[config.mk]
export PLATFORM = sky130hd
export DESIGN_NAME = bzp_weights
export DESIGN_NICKNAME = d
export VERILOG_FILES = /design/src/sv/bzp_pkg.sv /design/src/sv/bzp_weights.sv
export SDC_FILE = /design/constraint.sdc
export NUM_CORES = 2
export LEC_CHECK = 0
export ABC_CLOCK_PERIOD_IN_PS = 9800
export BUFFER_PORTS_ARGS = -buffer_cell sky130_fd_sc_hd__buf_4
export CAP_MARGIN = 20
export CORE_MARGIN = 5
export CORE_UTILIZATION = 50
export DETAILED_ROUTE_END_ITERATION = 16
export MAX_ROUTING_LAYER = met4
export PLACE_DENSITY = 0.75
export REMOVE_ABC_BUFFERS = 1
export SYNTH_ARGS = -nofsm -noshare
export SYNTH_HDL_FRONTEND = slang
export SYNTH_SLANG_ARGS = --single-unit
[constraint.sdc]
create_clock -name clk -period 9.8 [get_ports clk]
set_input_delay 0.98 -clock clk [delete_from_list [all_inputs] [get_ports clk]]
set_output_delay 0.98 -clock clk [all_outputs]
set_load 0.005 [all_outputs]
[src/sv/bzp_pkg.sv]
// Shared constants and types for the cubic Bezier point evaluator.
// No dependencies; imported by bzp_weights, bzp_blend and the top level.
`default_nettype none

package bzp_pkg;

  // control point registers, two per point (x then y)
  localparam int NUM_REGS    = 8;
  localparam int REG_IDX_W   = 3;
  // Bernstein weights per curve parameter
  localparam int NUM_WEIGHTS = 4;

  typedef enum logic [REG_IDX_W-1:0] {
    REG_CTRL0_X = 3'd0,
    REG_CTRL0_Y = 3'd1,
    REG_CTRL1_X = 3'd2,
    REG_CTRL1_Y = 3'd3,
    REG_CTRL2_X = 3'd4,
    REG_CTRL2_Y = 3'd5,
    REG_CTRL3_X = 3'd6,
    REG_CTRL3_Y = 3'd7
  } reg_idx_t;

endpackage

`default_nettype wire

[src/sv/bzp_weights.sv]
// Three-stage pipeline that turns the curve parameter t into the four
// Bernstein weights. Depends on bzp_pkg.
`default_nettype none

module bzp_weights import bzp_pkg::*; #(
  parameter int T_FRAC_BITS = 16
) (
  input  wire logic                   clk,
  input  wire logic                   rst_n,
  input  wire logic                   in_valid,
  output logic                        in_ready,
  input  wire logic [T_FRAC_BITS:0]   in_param_t,
  output logic                        out_valid,
  input  wire logic                   out_ready,
  output logic      [T_FRAC_BITS:0]   out_k [NUM_WEIGHTS]
);

  localparam int TW = T_FRAC_BITS + 1;
  localparam int PW = 2 * TW;
  localparam logic [TW-1:0] ONE = {1'b1, {T_FRAC_BITS{1'b0}}};

  logic          va_r, vb_r, vc_r;
  logic          en_a, en_b, en_c;

  // stage A: clamp, 1 - t
  logic [TW-1:0] t_a_nxt;
  logic [TW-1:0] t_a_r, mt_a_r;
  // stage B: squares
  logic [PW-1:0] mt_sq, t_sq;
  logic [TW-1:0] t_b_r, mt_b_r, mt2_b_r, t2_b_r;
  // stage C: weights
  logic [PW-1:0] p1, p2, p3, p4;
  logic [PW+1:0] p2x3, p3x3;
  logic [TW-1:0] k1_r, k2_r, k3_r, k4_r;

  assign en_c     = !vc_r || out_ready;
  assign en_b     = !vb_r || en_c;
  assign en_a     = !va_r || en_b;
  assign in_ready = en_a;

  always_ff @(posedge clk) begin
    if (!rst_n) begin
      va_r <= 1'b0;
      vb_r <= 1'b0;
      vc_r <= 1'b0;
    end else begin
      if (en_a) va_r <= in_valid;
      if (en_b) vb_r <= va_r;
      if (en_c) vc_r <= vb_r;
    end
  end

  assign t_a_nxt = (in_param_t > ONE) ? ONE : in_param_t;

  always_ff @(posedge clk) begin
    if (en_a) begin
      t_a_r  <= t_a_nxt;
      mt_a_r <= ONE - t_a_nxt;
    end
  end

  assign mt_sq = mt_a_r * mt_a_r;
  assign t_sq  = t_a_r * t_a_r;

  always_ff @(posedge clk) begin
    if (en_b) begin
      t_b_r   <= t_a_r;
      mt_b_r  <= mt_a_r;
      mt2_b_r <= mt_sq[T_FRAC_BITS+TW-1:T_FRAC_BITS];
      t2_b_r  <= t_sq[T_FRAC_BITS+TW-1:T_FRAC_BITS];
    end
  end

  assign p1   = mt2_b_r * mt_b_r;
  assign p2   = mt2_b_r * t_b_r;
  assign p3   = t2_b_r * mt_b_r;
  assign p4   = t2_b_r * t_b_r;
  // times three as x + 2x
  assign p2x3 = (PW+2)'(p2) + ((PW+2)'(p2) << 1);
  assign p3x3 = (PW+2)'(p3) + ((PW+2)'(p3) << 1);

  always_ff @(posedge clk) begin
    if (en_c) begin
      k1_r <= p1[T_FRAC_BITS+TW-1:T_FRAC_BITS];
      k2_r <= p2x3[T_FRAC_BITS+TW-1:T_FRAC_BITS];
      k3_r <= p3x3[T_FRAC_BITS+TW-1:T_FRAC_BITS];
      k4_r <= p4[T_FRAC_BITS+TW-1:T_FRAC_BITS];
    end
  end

  assign out_valid = vc_r;
  assign out_k[0]  = k1_r;
  assign out_k[1]  = k2_r;
  assign out_k[2]  = k3_r;
  assign out_k[3]  = k4_r;

  // t and 1-t always sum to exactly one
  a_mt_complement: assert property (@(posedge clk) disable iff (!rst_n)
    va_r |-> ((TW+1)'(t_a_r) + (TW+1)'(mt_a_r)) == (TW+1)'(ONE))
    else $error("stage A: t + (1-t) != 1");

  // t = 0 squares exactly
  a_square_at_zero: assert property (@(posedge clk) disable iff (!rst_n)
    (vb_r && t_b_r == '0) |-> (mt2_b_r == ONE && t2_b_r == '0))
    else $error("stage B: wrong squares at t = 0");

  // truncation can only lose weight, never add it
  a_weight_sum: assert property (@(posedge clk) disable iff (!rst_n)
    vc_r |-> ((TW+2)'(k1_r) + (TW+2)'(k2_r) + (TW+2)'(k3_r) + (TW+2)'(k4_r))
             <= (TW+2)'(ONE))
    else $error("stage C: weights sum above one");

endmodule

`default_nettype wire

==> reports/qor.yml <==
route:
  vias: 42543
  drt-initial-drc-count: 2740
  drtPass1Iterations: 6
  via_per_inst: 5.35
  drt-total-wl_um: 143000
  ant_nets: 0
  detail_route.wl_per_cell_um: 17.9
  drc_errors: 0
critical_path:
  crit_type: "flip-flop to flip-flop"
  cp_max_fo: 18
  path_buf_inv: 5
  crit_path_end_kind: "flip-flop"
  crit_top_cell: "fa_1"
  max_stage_delay_ps: 880
  critPathSlowestCell: "edfxtp_1"
  critPathRequiredTime_ps: 10160
  arrival_ps: 9050
  crit_family: "adder cells"
  setup.worst_path.start_class: "flip-flop"
timing:
  holdWs_ps: 511
  finalCriticalPeriod_ps: 8690
  rsz0062_at_grt: "no"
  worst_pin_slew_ps: 1160
  relSlewSlack_pct: 22.4
  slew_viol_final: 0
  hold_viol: 0
  max_freq_mhz: 115
  tns_ps: 0
  setup_violations: 0
  fin_crit_sh_pct: 88.7
  fin_skew_ps: 21.6
clocking:
  cts-resized-gates: 0
  cts_tree: "done"
  cts_root_buf: "clkbuf_16"
  cts_max_path_buffers: 2
  holdBufCountCts: 0
  numCtsBuffers: 17
  clkTransAtPathRegs_ps: 90
  clk_latency_ps: 560
  h-tree-depth: 4
  clkSinkCount: 171
  cts_setup_buffers: 0
synthesis:
  synth_sequential_area_ratio_pct: 8.60
  yosysTopAreaCell: "fa_1"
  synth_ff_type: "edfxtp_1"
  synth_cell_type_count: 71
  synth-seq-cells: 171
  synth_most_common_cell: "inv_1"
  yosys_warnings: 0
  synth_common_cells: "inv_1 (1662), fa_1 (1268), nand2_1 (896), ha_1 (679), and2_1 (539)"
  async_reset_ff_share_pct: 0
  avgSynthCellArea_sq_um: 9.20
  synthTopCellsByArea: "fa_1 (43%), ha_1 (14%), inv_1 (11%)"
  synth_edf_count: 168
  syn-cell-area_sq_um: 59400
  yosysTopAreaCellShare_pct: 42.8
  syn_inst: 6449
floorplanning:
  row_count: 126
  die-height_um: 355
  io_pins: 91
  die_area_sq_um: 126000
  die_w_um: 355
  design.core.area_sq_um: 118000
  start_util_pct: 50.3
global_route:
  overflow: 0
  antenna_found_initial: 6
  grt_pass1_vias: 46952
  grt_max_degree: 69
  grt_usage_pct: 24.4
  grt_pass1_wl_um: 239000
worst_hold_path:
  hold_class: "flip-flop to flip-flop"
final_layout:
  drive_above_1_share_pct: 3.76
  stdcell_count: 7946
  fin_area_sq_um: 62400
  fillers: 10339
  nNetsFinal: 8362
  areaGrowthSynthToFinish_pct: 5.08
placement:
  gp_congestion: 0.938
  place_area_sq_um: 61700
  io_buffers: 90
  placed_cells: 7909
  dp_hpwl_um: 114000
flow_run:
  maxCapViolCount: 0
run_status:
  status: "finished, final reports clean"
-- state kept, by name, summed over array words and instances (netlist names) --
register	cells
k1_r	17
k2_r	17
k3_r	17
k4_r	17
mt2_b_r	17
t2_b_r	17
t_a_r	17
t_b_r	17
mt_a_r	16
mt_b_r	16
out_valid	1
va_r	1
vb_r	1
-- final timing paths --
path | start | to | slack, ps | depth (start not counted)
min | va_r | vb_r | 510 | 2
min reg2reg | va_r | vb_r | 510 | 2
max | t2_b_r[7] | k3_r[15] | 1110 | 29
max reg2reg | t2_b_r[7] | k3_r[15] | 1110 | 29
-- logic make-up (layout without fill, tap and decap cells) --
group                      after synthesis  after routing  synth area share, %
adders and majority gates             1947           1947                 57.1
buffers and inverters                 1921           1879                 12.1
and+or+nand+nor                       1771           1771                 14.2
AOI/OAI and AO/OA                      443            443                 5.00
xor gates and xnor gates               192            192                 2.88
DFF                                    171            171                 8.60
muxes                                    4              4               0.0759
other                                    0              3                    0
-- per-stage QoR --
step	utilization (%)	setup WS (ps)
floorplan	-	1940
global placement	52.3	1220
detailed placement	52.3	1020
CTS	52.8	995
global route	52.9	687
finish	52.9	1110
-- per-layer routing --
metal | routed length (um) | GRT usage (%) | part of all wire (%) | vias to the layer above
li1 | - | - | - | 19040
met1 | 57200 | 30.5 | 40 | 21487
met2 | 67700 | 39.4 | 47 | 1644
met3 | 11200 | 4.56 | 7.9 | 372
met4 | 6450 | 9.52 | 4.5 | 0
met5 | 0 | - | 0 | -
-- cells in the final DEF, fill, tap and decap left out, types with 17 or more instances in the layout --
cell type,synthesis,final
a211oi_1,23,23
a21o_1,67,67
a21oi_1,117,117
and2_1,539,539
and3_1,20,20
buf_4,0,183
clkbuf_16,0,17
edfxtp_1,168,168
fa_1,1268,1268
ha_1,679,679
inv_1,1662,1661
nand2_1,896,895
nand3_1,34,34
nor2_1,134,134
nor2b_1,40,40
nor3_1,40,40
o21a_1,33,33
o21ai_0,78,78
xnor2_1,145,145
xor2_1,45,45
-- area by class of cell --
cell class	count	area, sq um	share of cell area (%)
Timing Repair Buffer	185	1420	2.28
Tap cell	1536	1920	3.08
Multi-Input combinational cell	4357	47000	75.4
Clock buffer	17	425	0.682
Inverter	1662	6240	10.0
Antenna cell	3	7.51	0.0120
Sequential cell	171	5100	8.18
Clock inverter	15	206	0.331
-- tightest hold or removal path, cell delays in order (launching register included) --
cell and delay (ps):
dfxtp_1 340, a21oi_1 50, nor2b_1 90
Power is not shown: default switching activity piles up to over one toggle a cycle in this logic, so the estimate is an artifact.
